File: src/smfl_pkg.sv
// ---------------------------------------------------------------------------
// smfl_pkg
// Types, constants and helpers shared by the substring matcher modules.
// ---------------------------------------------------------------------------
package smfl_pkg;

    localparam int BYTE_W    = 8;
    localparam int PATTERN_W = 64;
    localparam int LEN_W     = 4;
    localparam int INDEX_W   = 16;
    localparam int CFG_IDX_W = 2;
    localparam int CFG_W     = 64;

    // register map
    localparam logic [CFG_IDX_W-1:0] REG_PATTERN_BYTES  = 2'd0;
    localparam logic [CFG_IDX_W-1:0] REG_PATTERN_LENGTH = 2'd1;
    localparam logic [CFG_IDX_W-1:0] REG_FIND_LAST_MODE = 2'd2;
    localparam logic [CFG_IDX_W-1:0] REG_CASE_FOLD      = 2'd3;

    localparam logic [BYTE_W-1:0] ASCII_UPPER_A = 8'h41;
    localparam logic [BYTE_W-1:0] ASCII_UPPER_Z = 8'h5A;
    localparam logic [BYTE_W-1:0] CASE_OFFSET   = 8'd32;

    typedef struct packed {
        logic [BYTE_W-1:0] text_byte;
        logic              end_of_text;
    } in_t;

    typedef struct packed {
        logic               found;
        logic [INDEX_W-1:0] match_index;
        logic               overflow;
    } out_t;

    typedef struct packed {
        logic [PATTERN_W-1:0] pattern_bytes;
        logic [LEN_W-1:0]     pattern_length;
        logic                 find_last_mode;
        logic                 case_fold;
    } cfg_t;

    function automatic logic [BYTE_W-1:0] fold_case(input logic [BYTE_W-1:0] c,
                                                   input logic ic);
        logic [BYTE_W-1:0] r;
        r = c;
        if (ic && c >= ASCII_UPPER_A && c <= ASCII_UPPER_Z)
            r = c + CASE_OFFSET;
        return r;
    endfunction

endpackage

File: src/substring_match_first_last_unit.sv
// ---------------------------------------------------------------------------
// substring_match_first_last_unit
// Streaming substring search with find-first / find-last and optional ASCII
// case folding. One result per text, on its end-of-text byte.
// ---------------------------------------------------------------------------
//  channel | signals                             | moves
//  --------+-------------------------------------+-------------------------
//  in      | in_valid / in_ready / in_data       | one text byte + flag
//  out     | out_valid / out_ready / out_data    | found, index, overflow
//  cfg     | cfg_valid / cfg_ready / cfg_index,  | one register write
//          | cfg_data                            |
//
//  One byte per cycle sustained; a request passes the input register, then
//  the window compare into the result register.
//  The result register frees the input side: bytes keep flowing while a
//  result waits, only an end-of-text byte stalls behind an untaken result.
//  Async active-low reset clears the search state and loads the register
//  defaults (pattern 0, length 1, find-first, case sensitive).
// ---------------------------------------------------------------------------
module substring_match_first_last_unit #(
    parameter int              MAX_PATTERN = 8,
    parameter longint unsigned MAX_TEXT    = 65536
) (
    input  logic                            clk,
    input  logic                            rst_n,
    input  logic                            in_valid,
    output logic                            in_ready,
    input  smfl_pkg::in_t                   in_data,
    output logic                            out_valid,
    input  logic                            out_ready,
    output smfl_pkg::out_t                  out_data,
    input  logic                            cfg_valid,
    output logic                            cfg_ready,
    input  logic [smfl_pkg::CFG_IDX_W-1:0]  cfg_index,
    input  logic [smfl_pkg::CFG_W-1:0]      cfg_data
);
    import smfl_pkg::*;

    cfg_t cfg_reg;
    logic in_valid_reg;
    in_t  in_data_reg;
    logic out_valid_reg;
    out_t out_data_reg;
    out_t res;
    logic adv;

    assign cfg_ready = 1'b1;

    always_ff @(posedge clk or negedge rst_n)
    begin
        if (!rst_n)
        begin
            cfg_reg.pattern_bytes  <= '0;
            cfg_reg.pattern_length <= LEN_W'(1);
            cfg_reg.find_last_mode <= 1'b0;
            cfg_reg.case_fold      <= 1'b0;
        end
        else if (cfg_valid && cfg_ready)
        begin
            case (cfg_index)
                REG_PATTERN_BYTES:  cfg_reg.pattern_bytes  <= cfg_data[PATTERN_W-1:0];
                REG_PATTERN_LENGTH: cfg_reg.pattern_length <= cfg_data[LEN_W-1:0];
                REG_FIND_LAST_MODE: cfg_reg.find_last_mode <= cfg_data[0];
                REG_CASE_FOLD:      cfg_reg.case_fold      <= cfg_data[0];
                default: ;
            endcase
        end
    end

    // the held byte moves on unless it ends a text and the result reg is full and not taken
    assign adv = in_valid_reg
                 && (!in_data_reg.end_of_text || !out_valid_reg || out_ready);
    assign in_ready = !in_valid_reg || adv;

    always_ff @(posedge clk or negedge rst_n)
    begin
        if (!rst_n)
            in_valid_reg <= 1'b0;
        else if (in_ready)
            in_valid_reg <= in_valid;
    end

    always_ff @(posedge clk)
    begin
        if (in_valid && in_ready)
            in_data_reg <= in_data;
    end

    smfl_core #(
        .MAX_PATTERN (MAX_PATTERN),
        .MAX_TEXT    (MAX_TEXT)
    ) u_core (
        .clk   (clk),
        .rst_n (rst_n),
        .step  (adv),
        .req   (in_data_reg),
        .cfg   (cfg_reg),
        .res   (res)
    );

    always_ff @(posedge clk or negedge rst_n)
    begin
        if (!rst_n)
            out_valid_reg <= 1'b0;
        else if (adv && in_data_reg.end_of_text)
            out_valid_reg <= 1'b1;
        else if (out_ready)
            out_valid_reg <= 1'b0;
    end

    always_ff @(posedge clk)
    begin
        if (adv && in_data_reg.end_of_text)
            out_data_reg <= res;
    end

    assign out_valid = out_valid_reg;
    assign out_data  = out_data_reg;

    a_stall_cause: assert property (@(posedge clk) disable iff (!rst_n)
        !in_ready |-> in_valid_reg && in_data_reg.end_of_text
                      && out_valid_reg && !out_ready)
        else $error("input stalled without a blocked end-of-text request");

    a_single_delivery: assert property (@(posedge clk) disable iff (!rst_n)
        out_valid && out_ready && !(adv && in_data_reg.end_of_text) |=> !out_valid)
        else $error("result delivered more than once");

    a_index_zero: assert property (@(posedge clk) disable iff (!rst_n)
        out_valid && !out_data.found |-> out_data.match_index == '0)
        else $error("index set without a match");

endmodule

File: src/smfl_cmp.sv
// ---------------------------------------------------------------------------
// smfl_cmp
// Parallel window compare: folds both sides and checks the len bytes that
// end at the current byte against the pattern.
// ---------------------------------------------------------------------------
module smfl_cmp #(
    parameter int MAX_PATTERN = 8
) (
    input  logic [MAX_PATTERN-1:0][smfl_pkg::BYTE_W-1:0] cur,
    input  smfl_pkg::cfg_t                               cfg,
    input  logic [smfl_pkg::LEN_W-1:0]                   len,
    output logic                                         hit
);
    import smfl_pkg::*;

    localparam int IDX_W = (MAX_PATTERN > 1) ? $clog2(MAX_PATTERN) : 1;

    logic [MAX_PATTERN-1:0][BYTE_W-1:0] cur_f;
    logic [MAX_PATTERN-1:0]             lane_ok;

    always_comb
    begin
        for (int k = 0; k < MAX_PATTERN; k++)
        begin
            cur_f[k] = fold_case(cur[k], cfg.case_fold);
        end
    end

    // pattern byte k lines up with the byte len-1-k steps back
    always_comb
    begin
        logic [LEN_W-1:0] sel;
        for (int k = 0; k < MAX_PATTERN; k++)
        begin
            sel = len - LEN_W'(k) - LEN_W'(1);
            if (LEN_W'(k) >= len)
                lane_ok[k] = 1'b1;
            else
                lane_ok[k] = fold_case(cfg.pattern_bytes[BYTE_W*k +: BYTE_W],
                                       cfg.case_fold) == cur_f[sel[IDX_W-1:0]];
        end
    end

    assign hit = &lane_ok;

endmodule

File: src/smfl_core.sv
// ---------------------------------------------------------------------------
// smfl_core
// Search state: byte window, position counter and match tracking. Updates
// once per processed byte and forms the result for an end-of-text byte.
// ---------------------------------------------------------------------------
module smfl_core #(
    parameter int              MAX_PATTERN = 8,
    parameter longint unsigned MAX_TEXT    = 65536
) (
    input  logic                  clk,
    input  logic                  rst_n,
    input  logic                  step,
    input  smfl_pkg::in_t         req,
    input  smfl_pkg::cfg_t        cfg,
    output smfl_pkg::out_t        res
);
    import smfl_pkg::*;

    localparam longint unsigned TEXT_LIMIT =
        (MAX_TEXT < 64'd65536) ? MAX_TEXT : 64'd65536;
    localparam int CNT_W = $clog2(TEXT_LIMIT + 1);
    localparam int WIN_D = (MAX_PATTERN > 1) ? MAX_PATTERN - 1 : 1;
    localparam logic [CNT_W-1:0] LIMIT    = CNT_W'(TEXT_LIMIT);
    localparam logic [CNT_W-1:0] LIMIT_M1 = CNT_W'(TEXT_LIMIT - 1);

    logic [WIN_D-1:0][BYTE_W-1:0]       win_reg;
    logic [MAX_PATTERN-1:0][BYTE_W-1:0] cur;
    logic [CNT_W-1:0]                   pos_reg, pos_next;
    logic                               seen_reg, seen_next;
    logic [INDEX_W-1:0]                 start_reg, start_next;
    logic                               ovf_reg, ovf_next;

    logic [LEN_W-1:0] len;
    logic [LEN_W-1:0] len_m1;
    logic             over_now;
    logic             hit;
    logic             take;
    logic [CNT_W-1:0] start_c;

    always_comb
    begin
        len = cfg.pattern_length;
        if (cfg.pattern_length == '0)
            len = LEN_W'(1);
        else if (cfg.pattern_length > LEN_W'(MAX_PATTERN))
            len = LEN_W'(MAX_PATTERN);
    end

    assign len_m1 = len - LEN_W'(1);

    always_comb
    begin
        cur[0] = req.text_byte;
        for (int k = 1; k < MAX_PATTERN; k++)
        begin
            cur[k] = win_reg[k-1];
        end
    end

    smfl_cmp #(
        .MAX_PATTERN (MAX_PATTERN)
    ) u_cmp (
        .cur (cur),
        .cfg (cfg),
        .len (len),
        .hit (hit)
    );

    assign over_now = (pos_reg >= LIMIT);
    assign start_c  = over_now ? LIMIT_M1 : (pos_reg - CNT_W'(len_m1));
    assign take     = hit && (pos_reg >= CNT_W'(len_m1))
                      && (cfg.find_last_mode || !seen_reg);

    always_comb
    begin
        seen_next  = seen_reg | take;
        start_next = take ? INDEX_W'(start_c) : start_reg;
        ovf_next   = ovf_reg | over_now;
        pos_next   = over_now ? pos_reg : pos_reg + CNT_W'(1);
    end

    always_comb
    begin
        res.found       = seen_next;
        res.match_index = seen_next ? start_next : '0;
        res.overflow    = ovf_next;
    end

    always_ff @(posedge clk or negedge rst_n)
    begin
        if (!rst_n)
        begin
            win_reg   <= '0;
            pos_reg   <= '0;
            seen_reg  <= 1'b0;
            start_reg <= '0;
            ovf_reg   <= 1'b0;
        end
        else if (step)
        begin
            if (req.end_of_text)
            begin
                win_reg   <= '0;
                pos_reg   <= '0;
                seen_reg  <= 1'b0;
                start_reg <= '0;
                ovf_reg   <= 1'b0;
            end
            else
            begin
                win_reg[0] <= req.text_byte;
                for (int k = 1; k < WIN_D; k++)
                begin
                    win_reg[k] <= win_reg[k-1];
                end
                pos_reg   <= pos_next;
                seen_reg  <= seen_next;
                start_reg <= start_next;
                ovf_reg   <= ovf_next;
            end
        end
    end

    a_clear_after_text: assert property (@(posedge clk) disable iff (!rst_n)
        step && req.end_of_text |=> pos_reg == '0 && !seen_reg && !ovf_reg)
        else $error("search state not cleared after end of text");

    a_count_saturates: assert property (@(posedge clk) disable iff (!rst_n)
        pos_reg <= LIMIT && (!ovf_reg || pos_reg == LIMIT))
        else $error("position counter beyond limit");

endmodule
File: config.mk
export PLATFORM = sky130hd
export DESIGN_NAME = substring_match_first_last_unit
export DESIGN_NICKNAME = d
export VERILOG_FILES = /design/src/smfl_pkg.sv /design/src/substring_match_first_last_unit.sv /design/src/smfl_cmp.sv /design/src/smfl_core.sv
export SDC_FILE = /design/constraint.sdc
export NUM_CORES = 1
export LEC_CHECK = 0
export BUFFER_PORTS_ARGS = -buffer_cell sky130_fd_sc_hd__clkbuf_2
export CORE_MARGIN = 2
export CORE_UTILIZATION = 42
export CTS_BUF_LIST = sky130_fd_sc_hd__clkbuf_8
export CTS_CLUSTER_DIAMETER = 150
export CTS_CLUSTER_SIZE = 30
export DETAILED_ROUTE_END_ITERATION = 6
export GPL_TIMING_DRIVEN = 0
export REMOVE_ABC_BUFFERS = 1
export SLEW_MARGIN = 30
export SYNTH_ARGS = -nofsm -noshare
export SYNTH_HDL_FRONTEND = slang
export SYNTH_SLANG_ARGS = --single-unit
File: constraint.sdc
create_clock -name clk -period 7.9 [get_ports clk]
set_input_delay 0.395 -clock clk [delete_from_list [all_inputs] [get_ports clk]]
set_output_delay 0.395 -clock clk [all_outputs]
set_load 0.1 [all_outputs]
# Word-level counts from Yosys, hierarchy flattened
# Index checks and enable logic that the tools add are counted.
classes:
  n_reduce_logical: 54
  bitwise_logic: 2
  magnitude_cmp: 51
  n_mux: 60
  eq_ne: 12
  add_sub_neg: 32
ops:
  columns: ["operator", "count"]
  rows:
  - ["8-bit 2-to-1 mux", 32]
  - ["8-bit binary-select mux with 3-bit select", 8]
  - ["8-bit by 6-bit adder with 8-bit output (second input constant)", 16]
  - ["8-bit by 7-bit greater-or-equal comparator with 1-bit output (second input constant)", 16]
  - ["8-bit by 7-bit less-or-equal comparator with 1-bit output (second input constant)", 16]
  - ["8-bit equality test", 8]
  - ["56-bit 2-to-1 mux", 1]
  - ["16-bit 2-to-1 mux", 3]
  - ["1-bit logical AND", 37]
  - ["17-bit 2-to-1 mux", 2]
  - ["3-bit by 4-bit less-than comparator with 1-bit output (second input constant)", 8]
  - ["3-bit by 1-bit subtractor with 3-bit output (second input constant)", 7]
  - ["17-bit by 1-bit adder with 17-bit output (second input constant)", 1]
  - ["17-bit greater-or-equal comparator (second input constant)", 1]
  - ["17-bit by 4-bit greater-or-equal comparator with 1-bit output", 1]
  - ["3-bit by 4-bit greater-or-equal comparator with 1-bit output (first input constant)", 4]
  - ["16-bit by 4-bit subtractor with 16-bit output", 1]
  - ["1-bit 2-to-1 mux", 12]
  - ["3-bit subtractor (second input constant)", 4]
  - ["2-bit AND reduction", 5]
  - ["1-bit by 4-bit greater-or-equal comparator with 1-bit output (first input constant)", 2]
  - ["2-bit by 4-bit greater-or-equal comparator with 1-bit output (first input constant)", 2]
  - ["4-bit 2-to-1 mux", 2]
  - ["8-bit AND reduction", 1]
  - ["other kinds (12)", 21]
word_totals:
  in_bits: 80
  out_inout_bits: 21
  elab_cells: 233
  register_bits: 190

# Longest topological paths before layout
# Gate-level depths: netlist of run 1.
depth:
  word_depth: 14
  mapped_depth: 23
  ltp_nobuf: 16

# Modules after synthesis
# From an unflattened synthesis of run 1, not the netlist that was laid out.
hier_totals:
  hier_cells: 1228
  area_unflattened_um2: 13553.0
modules_own_cells:
  columns: ["module", "n_inst", "seq_area_each_um2", "cells_per_inst", "area_per_inst_um2"]
  rows:
  - ["smfl_cmp", 1, 0.0, 525, 4860.9]
  - ["smfl_core", 1, 2277.2, 513, 4840.9]
  - ["substring_match_first_last_unit", 1, 2613.8, 190, 3851.2]

# Least setup slack after synthesis of run 1
# OpenSTA, ideal clock, no wires.
synth_timing:
  path_type: "register to register"
  start: "register cfg_reg[2] in the netlist's numbering"
  end: "register out_data_reg (netlist bit out_data[14]) (data pin)"
  arrival_ns: 5.079
  t_required_ns: 7.633
  path_buffers: 8
  setup_slack_ns: 2.554
  setup_ns: 0.267
  path_stages_with_launch: 24
  period_less_slack_ns: 5.346
  path_cell_list: "dfstp_2 -> buf_2 -> o21ba_1 -> buf_4 -> nor2_8 -> buf_2 -> buf_2 -> ha_1 -> buf_2 -> inv_2 -> buf_2 -> ha_1 -> a21o_1 -> a21o_1 -> a21oi_1 -> nand2_1 -> or4_1 -> a2111oi_0 -> a21oi_1 -> and3_1 -> buf_4 -> buf_2 -> a31oi_1 -> a211oi_2"
synth_between:
  elab_chain_cells: 13
  elab_cells_between_ends: 66
  classes_between: "add/sub: 15; order compare: 10; eq/ne: 8; mux: 28; bitwise: 1; reduce/logical: 4"
synth_lines:
  columns: ["item", "line", "source"]
  rows:
  - ["start, declared", "substring_match_first_last_unit.sv:39", "cfg_t cfg_reg;"]
  - ["4-bit > comparator", "smfl_core.sv:45", "else if (cfg.pattern_length > LEN_W'(MAX_PATTERN))"]
  - ["4-bit 2-to-1 mux", "smfl_core.sv:45", null]
  - ["4-bit 2-to-1 mux *", "smfl_core.sv:43", "if (cfg.pattern_length == '0)"]
  - ["4-bit by 1-bit subtractor with 4-bit output, or another cell as far along", "smfl_cmp.sv:35", "sel = len - LEN_W'(k) - LEN_W'(1);"]
  - ["3-bit by 1-bit subtractor with 3-bit output", "smfl_cmp.sv:35", null]
  - ["8-bit binary-select mux with 3-bit select", "smfl_cmp.sv:40", "cfg.case_fold) == cur_f[sel[IDX_W-1:0]];"]
  - ["8-bit 2-to-1 mux (implied by the code)", "smfl_cmp.sv:40", null]
  - ["8-bit equality test", "smfl_cmp.sv:40", null]
  - ["1-bit 2-to-1 mux", "smfl_cmp.sv:36", "if (LEN_W'(k) >= len)"]
  - ["8-bit AND reduction", "smfl_cmp.sv:44", "assign hit = &lane_ok;"]
  - ["1-bit logical AND", "smfl_core.sv:71", "assign take = hit && (pos_reg >= CNT_W'(len_m1))"]
  - ["1-bit logical AND", "smfl_core.sv:72", "&& (cfg.find_last_mode || !seen_reg);"]
  - ["16-bit 2-to-1 mux or 1-bit bitwise OR (tied branches)", "smfl_core.sv:77, smfl_core.sv:76", null]
  - ["end signal, assigned", "substring_match_first_last_unit.sv:114", "out_data_reg <= res;"]
  - ["end, declared", "substring_match_first_last_unit.sv:43", "out_t out_data_reg;"]
# Mark *: on every way between the ends. The rest lies on a longest branch, timed or not. The select of a mux whose other input is x is not followed.
# A chain may end at the register's enable or synchronous reset.

# Final worst setup path of run 1
layout_timing:
  start: "register cfg_reg[2] in the netlist's numbering"
  end: "register out_data_reg (netlist bit out_data[12]) (data pin)"
# Same word-level chain as after synthesis.

==> flow_metrics.py, run 1 <==
metrics = {
    "worst_setup_path": {
        "slowest_delay_ns": 0.94,
        "cp-start-kind": "flop",
        "cp-startpoint": "cfg_reg[2]",
        "cp.arrival_ns": 7.65,
        "worstSetupPathType": "reg -> reg",
        "ff2ff_path_depth": 16,
        "endpoint": "out_data[12]",
        "required_ns": 8.13,
        "cp_slowest_cell": "dfstp_4",
        "cp_num_cells": 16,
        "reg2reg_from": "cfg_reg[2]",
        "path_delay_family": "compound AO/OA/AOI/OAI gates",
        "r2r-end": "out_data[12]",
        "cpMostUsedCell": "ha_1",
        "path_max_fanout": 45,
        "r2r_slack_ns": 0.48,
        "critPathBufInv": 2,
        "end_kind": "flop",
        "path_cells": "o21ba_1 -> nor2_8 -> inv_2 -> ha_1 -> ha_1 -> inv_2 -> ha_1 -> a21o_1 -> a21oi_1 -> nand2_1 -> or4_1 -> a2111oi_1 -> a21oi_1 -> and3_2 -> a31oi_1 -> a211oi_2",
    },
    "floorplan": {
        "die_x_um": 184.3,
        "initial_utilization_pct": 42.31,
        "die_h_um": 184.3,
        "num_rows": 66,
        "core_sq_um": 32290,
        "die_area_sq_um": 33980,
        "io_pins": 101,
    },
    "layout": {
        "final_cell_area_sq_um": 14910,
        "area_growth_pct": 9.150,
        "utilization_pct": 46.18,
        "largest_register_ffs": 70,
        "finalNonFillerCells": 1907,
        "layout-drive-gt1-share_pct": 21.84,
        "nets": 1565,
        "num_antenna_cells": 0,
        "nFillCells": 3062,
    },
    "grt": {
        "grt_util_all_layers_pct": 24.83,
        "antenna_found_initial": 0,
        "grt_max_degree": 78,
        "grt_pass1_vias": 11068,
        "grt_pass1_wl_mm": 64.98,
        "grt_overflow": 0,
    },
    "synthesis": {
        "synthTopCellsByArea": "dfrtp_1 (30%), mux2_2 (6.3%), edfxtp_1 (5.9%)",
        "avgSynthCellArea_sq_um": 9.600,
        "yosys.area_share.simple_pct": 16.97,
        "yosysMostFrequentCell": "dfrtp_1",
        "synth_top_family_by_area": "compound AO/OA/AOI/OAI gates",
        "synthCells": 1423,
        "yosys.area.top_type": "dfrtp_1",
        "synth_fa_ha_area_share_pct": 3.077,
        "synth_top_area_share_pct": 29.68,
        "ys_ff_latch": 190,
        "synth_top_cells_by_count": "dfrtp_1 (162), nand2_1 (150), mux2_2 (77), a21oi_1 (67), nor2_1 (57)",
        "synth_xor_area_share_pct": 5.001,
        "ys_warn_count": 0,
        "synthMuxAreaShare_pct": 13.52,
        "ys_seq_area_share_pct": 35.80,
        "synth_edf_count": 27,
        "yosysUniqueCellTypes": 95,
        "synth_compound_area_share_pct": 20.35,
        "syn-cell-area_sq_um": 13660,
        "ys.flop_type": "dfrtp_1",
        "synthArstFlopShare_pct": 85.79,
    },
    "timing": {
        "hold_violations": 0,
        "period_needed_ns": 7.421,
        "tns_ns": 0,
        "relSlewSlack_pct": 32.22,
        "worst_pin_slew_ns": 1.008,
        "finalClockSkew_ns": 0.03263,
        "fmaxAchievable_mhz": 134.8,
        "setup_viol": 0,
        "rsz0062_at_grt": "false",
        "report.final.slew_viol_count": 0,
        "fin_crit_sh_pct": 93.94,
    },
    "worst_hold_path": {
        "whs_path_depth": 1,
        "hp-class": "in -> reg",
    },
    "detailed_routing": {
        "drt-initial-drc-count": 1025,
        "drtAntennaViolNets": 0,
        "drcViolationCount": 8,
        "vias_per_cell": 6.214,
        "vias": 11850,
        "wl_per_cell_um": 21.75,
        "wl_mm": 41.48,
        "dr.pass1.iters": 7,
    },
    "clock_network": {
        "htree_levels": 4,
        "clkTransAtPathRegs_ns": 0.11,
        "cts.sinks": 190,
        "post-cts-setup-buffers": 0,
        "cts_root_buffer": "clkbuf_8",
        "clk_path_buf_depth": 2,
        "cts_buffers": 17,
        "cts_tree": "yes",
        "worstSkewPairLatency_ns": 0.52,
    },
    "power": {
        "ir_drop_mv": 0.1133,
        "power_mw": 3.504,
        "power_leakage_nw": 5.849,
        "powerDensity_nw_per_um2": 235.0,
    },
    "status": {
        "failed_checks": "design-rule violations",
        "outcome": "complete, but fails checks",
    },
    "placement": {
        "numPlacedInstances": 1874,
        "gp_congestion": 0.9479,
        "numPortBuffers": 99,
        "dpl.hpwl_mm": 29.84,
        "placed_area_sq_um": 14510,
    },
    "run": {
        "drv_cap": 0,
    },
}
## per-layer routing
layer / routed length, um / vias to the layer above / GRT usage, %
met2: 18740 / 490 / 38.20
li1: - / 5460 / -
met4: 1107 / 0 / 8.672
met5: 0 / - / 0
met3: 3091 / 66 / 5.216
met1: 18550 / 5834 / 34.60
## stage by stage
step	hold slack [ns]	setup slack [ns]
finish	0.05359	0.4791
global route	0.01916	0.08569
CTS	0.01713	0.1609
detailed placement	0.2564	0.1634
global placement	0.4998	-0.8398
floorplan	0.09941	1.693
## final cells by class
type / instances / area, sq um / area share (%)
repair buffers: 120 / 820.8 / 5.505
inverters: 45 / 168.9 / 1.133
clock buffers: 17 / 234.0 / 1.569
clock inverters: 15 / 145.1 / 0.9734
flip-flops and latches: 190 / 4901 / 32.87
well taps: 442 / 553.0 / 3.709
multi-input cells: 1078 / 8088 / 54.24
## how the worst min path moves through the flow
| stage | start | end |
|---|---|---|
| after global placement | cfg_reg[1] | cfg_reg[1] |
| final | in_data[1] | in_data_reg[1] |
| after floorplan | rst_n | cfg_reg[0] |
| after global routing | in_data[3] | in_data_reg[3] |
| after detailed placement | rst_n | in_valid_reg |
| after CTS | in_data[1] | in_data_reg[1] |
## placed cells by master, fill, tap and decap left out, types with 24 or more instances in the layout
cell	n
o22ai_1	28
mux2_2	77
o21ai_0	55
dfrtp_1	157
edfxtp_1	27
mux2i_1	33
xnor2_1	39
a21oi_1	66
inv_1	45
clkbuf_2	98
nand3_1	33
o31ai_1	30
mux4_2	26
ha_1	31
xor2_1	39
nor2_1	57
nor3_1	44
nand2_1	149
a31oi_1	24
nand3b_1	38
## where the power goes
group | switching (mW) | internal, mW | leakage [nW]
registers | 0.196 | 1.10 | 2.36
clock network | 0.399 | 0.256 | 0.200
logic | 0.925 | 0.632 | 3.29
## kinds of logic after synthesis
logic type | Yosys count
AND/OR/NAND/NOR | 446
buffers and inverters | 155
other | 1
XOR/XNOR | 78
multiplexers | 139
flip-flops | 190
adder cells (fa/ha/maj) | 33
AO/OA/AOI/OAI | 381
## what timing repair did
action                                  in CTS  in global routing
gates resized for setup                      0                  1
endpoints found under the setup margin       0                 26
hold buffers                                 1                  0
endpoints found under the hold margin       34                  0
No activity file was read; power rests on OpenSTA's default activity.
==> run 2: changes to the inputs <==
--- a/config.mk
+++ b/config.mk
@@ -6,6 +6,7 @@
 export NUM_CORES = 1
 export LEC_CHECK = 0
 export BUFFER_PORTS_ARGS = -buffer_cell sky130_fd_sc_hd__clkbuf_2
+export CORE_ASPECT_RATIO = 2
 export CORE_MARGIN = 2
 export CORE_UTILIZATION = 42
 export CTS_BUF_LIST = sky130_fd_sc_hd__clkbuf_8
==> run 2 against run 1 <==
  * The flow now finishes without violations
  * Global-route usage is 1.8 points higher
  * Fmax increased by 0.33%
  * Largest power group unchanged
  * Critical endpoint is now out_data[5]
  * Largest cell class unchanged
  * Sequential power is essentially flat
  * Worst hold slack lost 0.0056 ns
  * Wire length rose by 9.0%
  * Sequential share of layout area about the same
  * First-iteration DRC count increased by 0.39%
  * Core utilization increased by 0.22 points
  * Final cell count shrank 0.73%
  * Clock power is 0.9% lower
  * Power up 1.3%
  * Critical path type unchanged
  * Highest routed layer unchanged
==> flow_metrics.py, run 2 (synthesis gave the netlist of run 1 again) <==
metrics = {
    "worst_setup_path": {
        "path_cells": "o21ba_1 -> nor2_8 -> inv_2 -> ha_1 -> ha_1 -> inv_2 -> ha_1 -> a21o_1 -> a21oi_1 -> nand2_1 -> or4_1 -> a2111oi_1 -> a21oi_1 -> and3_2 -> a31oi_1 -> a311oi_1",
        "required_ns": 8.11,
        "cp-start-kind": "flop",
        "ff2ff_path_depth": 16,
        "slowest_delay_ns": 0.92,
        "cp-startpoint": "cfg_reg[2]",
        "r2r-end": "out_data[5]",
        "cp_slowest_cell": "dfstp_4",
        "reg2reg_from": "cfg_reg[2]",
        "r2r_slack_ns": 0.50,
        "end_kind": "flop",
        "path_max_fanout": 45,
        "cp.arrival_ns": 7.61,
        "worstSetupPathType": "reg -> reg",
        "cpMostUsedCell": "ha_1",
    },
    "placement": {
        "placed_area_sq_um": 14500,
        "numPlacedInstances": 1859,
        "dpl.hpwl_mm": 34.27,
        "numPortBuffers": 99,
        "gp_congestion": 0.9900,
    },
    "clock_network": {
        "clkTransAtPathRegs_ns": 0.11,
        "cts_root_buffer": "clkbuf_8",
        "cts_buffers": 17,
        "post-cts-setup-buffers": 0,
        "clk_path_buf_depth": 2,
        "htree_levels": 4,
        "cts.sinks": 190,
        "worstSkewPairLatency_ns": 0.53,
        "cts_tree": "yes",
    },
    "timing": {
        "report.final.slew_viol_count": 0,
        "rsz0062_at_grt": "false",
        "finalClockSkew_ns": 0.02347,
        "setup_viol": 0,
        "tns_ns": 0,
        "worst_pin_slew_ns": 0.9557,
        "period_needed_ns": 7.396,
        "relSlewSlack_pct": 36.09,
        "fmaxAchievable_mhz": 135.2,
        "hold_violations": 0,
        "fin_crit_sh_pct": 93.62,
    },
    "power": {
        "power_leakage_nw": 5.848,
        "ir_drop_mv": 0.1272,
        "power_mw": 3.550,
        "powerDensity_nw_per_um2": 238.2,
    },
    "floorplan": {
        "die_h_um": 259.1,
        "core_sq_um": 32120,
        "die_x_um": 131.5,
        "io_pins": 101,
        "initial_utilization_pct": 42.54,
        "die_area_sq_um": 34070,
        "num_rows": 93,
    },
    "detailed_routing": {
        "drt-initial-drc-count": 1029,
        "wl_mm": 45.21,
        "drcViolationCount": 0,
        "vias": 11871,
        "wl_per_cell_um": 23.88,
        "vias_per_cell": 6.271,
        "drtAntennaViolNets": 0,
        "dr.pass1.iters": 7,
    },
    "layout": {
        "largest_register_ffs": 70,
        "final_cell_area_sq_um": 14900,
        "layout_common_cells": "dfrtp_1 (157), nand2_1 (149), clkbuf_2 (98)",
        "nFillCells": 3101,
        "utilization_pct": 46.40,
        "layout-drive-gt1-share_pct": 22.18,
        "mostFrequentLayoutCell": "dfrtp_1",
        "finalNonFillerCells": 1893,
        "area_growth_pct": 9.076,
        "nets": 1565,
    },
    "grt": {
        "grt_util_all_layers_pct": 26.67,
        "antenna_found_initial": 1,
        "grt_pass1_vias": 11883,
        "grt_overflow": 0,
        "grt_max_degree": 77,
        "grt_pass1_wl_mm": 69.50,
    },
    "worst_hold_path": {
        "whs_endpoint": "in_data_reg[8]",
        "hp-class": "in -> reg",
        "min-delay-start": "in_data[8]",
        "whs_path_depth": 1,
    },
    "run": {
        "drv_cap": 0,
    },
    "status": {
        "outcome": "completed",
    },
}
[run 2: cell types whose count changed in the layout (fill, tap and decap cells not counted), moves of 2 or more]
| cell | previous run | this run |
|---|---|---|
| clkinvlp_4 | 2 | 0 |
| buf_16 | 5 | 3 |
| buf_6 | 3 | 5 |
| inv_1 | 45 | 42 |
| buf_4 | 8 | 6 |
| inv_8 | 3 | 6 |
| buf_12 | 3 | 5 |
[run 2: critical path: cells and delay by family, from the launching register on]
kind,cells,cell delay (ns)
buf+inv,2,0.77
simple gates,4,1.75
flops,1,0.92
compound gates,7,2.11
fa+ha+maj,3,1.44
[run 2: final cells by class]
class	instances	area, sq um	share of cell area [%]
multi-input combinational	1078	8100	54.36
tap	427	534.3	3.586
antenna	1	2.502	0.01679
sequential	190	4901	32.89
timing repair buffer	120	813.3	5.458
clock inverter	15	146.4	0.9825
inverter	45	168.9	1.134
clock buffer	17	234.0	1.570
[run 2: power breakdown]
part	internal [mW]	switching (mW)	leakage [nW]
sequential	1.10	0.200	2.36
clock	0.235	0.414	0.201
combinational	0.633	0.972	3.29
total	1.96	1.59	5.85
[run 2: metal layers]
layer  vias to the layer above  part of all wire (%)  GRT usage (%)
met2                       441                    53          48.37
met3                       180                   4.2          3.788
met1                      5807                    33          26.28
li1                       5443                     -              -
met4                         0                   9.8          23.61
met5                         -                     0              0
[run 2: worst max path at each step]
stage,depth (start not counted),endpoint
finish,16,out_data[5]
detailed placement,14,out_data[7]
global placement,15,out_data[5]
CTS,14,out_data[7]
floorplan,16,out_data[10]
global route,16,out_data[5]
[run 2: through the flow]
step / setup slack [ns] / hold WS, ns
after global routing: 0.05913 / 0.02288
after CTS: 0.1798 / 0.01008
final: 0.5036 / 0.04800
after detailed placement: 0.2421 / 0.3565
after floorplan: 1.693 / 0.09941
after global placement: -0.9237 / 0.5092
[run 2: what timing repair did]
item,CTS,global route
hold buffers,1,0
setup endpoints to repair,0,26
hold endpoints to repair,39,0
resized for setup,0,1
==> run 3: changes to the inputs <==
--- a/config.mk
+++ b/config.mk
@@ -6,14 +6,16 @@
 export NUM_CORES = 1
 export LEC_CHECK = 0
 export BUFFER_PORTS_ARGS = -buffer_cell sky130_fd_sc_hd__clkbuf_2
+export CELL_PAD_IN_SITES_DETAIL_PLACEMENT = 0
+export CELL_PAD_IN_SITES_GLOBAL_PLACEMENT = 1
 export CORE_ASPECT_RATIO = 2
-export CORE_MARGIN = 2
+export CORE_MARGIN = 4
 export CORE_UTILIZATION = 42
 export CTS_BUF_LIST = sky130_fd_sc_hd__clkbuf_8
 export CTS_CLUSTER_DIAMETER = 150
 export CTS_CLUSTER_SIZE = 30
 export DETAILED_ROUTE_END_ITERATION = 6
-export GPL_TIMING_DRIVEN = 0
+export PLACE_DENSITY_LB_ADDON = 0.1
 export REMOVE_ABC_BUFFERS = 1
 export SLEW_MARGIN = 30
 export SYNTH_ARGS = -nofsm -noshare
==> run 3 against run 2 <==
  * Count of clock-buffer cells in the layout is the same
  * Core utilization fell by 0.41 points
  * Clock power grew 3.2%
  * Fmax is 23% higher
  * Die area is 4.6% higher
  * Final area fell by 0.89%
  * Global-route usage rose by 1.0 points
  * Register-to-register slack gained 1.4 ns
  * Sequential share of layout area grew 0.24 points
  * Critical endpoint is now out_data[3]
==> flow_metrics.py, run 3 (synthesis gave the netlist of run 1 again) <==
metrics = {
    "grt": {
        "antenna_found_initial": 1,
        "grt_overflow": 0,
        "grt_max_degree": 95,
        "grt_pass1_vias": 11813,
        "grt_util_all_layers_pct": 27.71,
        "grt_pass1_wl_mm": 73.85,
    },
    "worst_setup_path": {
        "worstSetupPathType": "reg -> reg",
        "path_max_fanout": 37,
        "r2r-end": "out_data[3]",
        "r2r_slack_ns": 1.88,
        "cp-start-kind": "flop",
        "cp.arrival_ns": 6.25,
        "end_kind": "flop",
        "required_ns": 8.12,
        "reg2reg_from": "cfg_reg[4]",
        "ff2ff_path_depth": 18,
    },
    "worst_hold_path": {
        "hp-class": "in -> reg",
        "whs_path_depth": 1,
        "whs_endpoint": "in_data_reg[3]",
        "min-delay-start": "in_data[3]",
    },
    "placement": {
        "placed_area_sq_um": 14360,
        "dpl.hpwl_mm": 37.11,
        "gp_congestion": 0.9734,
        "place_ws_ns": 1.942,
        "numPortBuffers": 99,
    },
    "timing": {
        "report.final.slew_viol_count": 0,
        "rsz0062_at_grt": "false",
        "finalClockSkew_ns": 0.01766,
        "tns_ns": 0,
        "setup_ws_ns": 1.877,
        "period_needed_ns": 6.023,
        "fin_crit_sh_pct": 76.24,
        "relSlewSlack_pct": 31.99,
        "worst_pin_slew_ns": 1.006,
        "hold_violations": 0,
        "fmaxAchievable_mhz": 166.0,
        "setup_viol": 0,
    },
    "floorplan": {
        "die_area_sq_um": 35650,
        "die_x_um": 135.5,
        "core_sq_um": 32120,
        "initial_utilization_pct": 42.54,
        "num_rows": 93,
        "io_pins": 101,
        "die_h_um": 263.1,
    },
    "detailed_routing": {
        "vias": 11905,
        "drcViolationCount": 0,
        "drt-initial-drc-count": 945,
        "wl_per_cell_um": 25.92,
        "dr.pass1.iters": 5,
        "drtAntennaViolNets": 0,
        "wl_mm": 49.14,
        "vias_per_cell": 6.279,
    },
    "clock_network": {
        "htree_levels": 4,
        "clkTransAtPathRegs_ns": 0.12,
        "cts_resized": 0,
        "cts_root_buffer": "clkbuf_8",
        "cts.sinks": 190,
        "post-cts-setup-buffers": 0,
        "cts_tree": "yes",
        "cts_buffers": 17,
        "clk_path_buf_depth": 2,
        "cts_hold_buf": 1,
        "worstSkewPairLatency_ns": 0.52,
    },
    "run": {
        "drv_cap": 0,
    },
    "power": {
        "powerDensity_nw_per_um2": 242.4,
        "comb_power_share_pct": 46.0,
        "switchingPower_mw": 1.592,
        "ir_drop_mv": 0.1339,
        "clockPowerShare_pct": 18.7,
        "power.share.switching_pct": 44.49,
        "intPower_mw": 1.987,
        "seqPwrFrac_pct": 35.3,
        "power_leakage_nw": 5.794,
    },
    "layout": {
        "largest_register_ffs": 70,
        "area_growth_pct": 8.106,
        "final_cell_area_sq_um": 14770,
        "layout-drive-gt1-share_pct": 21.93,
        "nFillCells": 3201,
        "nets": 1568,
        "layout_common_cells": "dfrtp_1 (160), nand2_1 (149), clkbuf_2 (98)",
        "mostFrequentLayoutCell": "dfrtp_1",
    },
    "status": {
        "outcome": "completed",
    },
}
[run 3: changes by cell type in the layout (fill, tap and decap cells not counted), sizes merged]
| cell | delta |
|---|---|
| inv | -4 |
| buf | +3 |
| clkinvlp | +3 |
| bufinv | +1 |
[run 3: worst max path at each step]
stage	from	endpoint	slack, ns	cells past startpoint
final	cfg_reg[4]	out_data[3]	1.88	18
after global placement	cfg_reg[4]	out_data[11]	1.88	18
after global routing	cfg_reg[4]	out_data[11]	1.42	18
after CTS	cfg_reg[4]	out_data[15]	1.91	18
after detailed placement	cfg_reg[4]	out_data[15]	1.94	18
after floorplan	cfg_reg[3]	out_data[10]	1.69	16
[run 3: through the flow]
step	total power [mW]	hold slack [ns]	utilization, %	instances
after detailed placement	2.915	0.5297	44.70	1862
after CTS	3.598	0.01209	45.95	1895
after global placement	2.893	0.5169	44.63	1862
final	3.579	0.04736	45.98	1896
after global routing	3.770	0.01552	45.98	1896
after floorplan	2.357	0.09941	-	1313
[run 3: layer usage]
metal	GRT usage [%]	vias to the layer above	wire, um	share of wire (%)
met5	0	-	0	0
li1	-	5443	-	-
met4	21.22	0	4589	9.3
met2	49.81	440	26310	54
met3	3.881	165	1976	4.0
met1	28.21	5857	16270	33
[run 3: layout make-up]
cell class	instances	area [sq um]	share of cell area, %
diodes	1	2.502	0.01694
clock buffers	17	234.0	1.584
well taps	427	534.3	3.618
repair buffers	123	690.7	4.677
clock inverters	15	156.4	1.059
multi-input cells	1078	8088	54.77
flip-flops and latches	190	4893	33.14
inverters	45	168.9	1.144
[run 3: worst max-delay path, stage by stage, from the launching register on]
cell,delay [ns]
dfrtp_1,0.38
buf_4,0.24
o21ba_1,0.34
nor2_8,0.50
inv_2,0.07
ha_1,0.22
ha_1,0.67
inv_2,0.28
ha_1,0.40
a21o_1,0.20
a21oi_1,0.17
nand2_1,0.18
or4_1,0.56
a2111oi_0,0.42
buf_4,0.21
a21oi_1,0.06
and3_2,0.44
a31oi_1,0.28
a311oi_1,0.07
[run 3: power by group through the flow]
stage	sequential, mW	combinational, mW	clock, mW
after floorplan	1.28	1.08	0
after global placement	1.28	1.61	0
after detailed placement	1.28	1.63	0
after CTS	1.27	1.64	0.694
after global routing	1.28	1.77	0.722
final	1.26	1.64	0.670
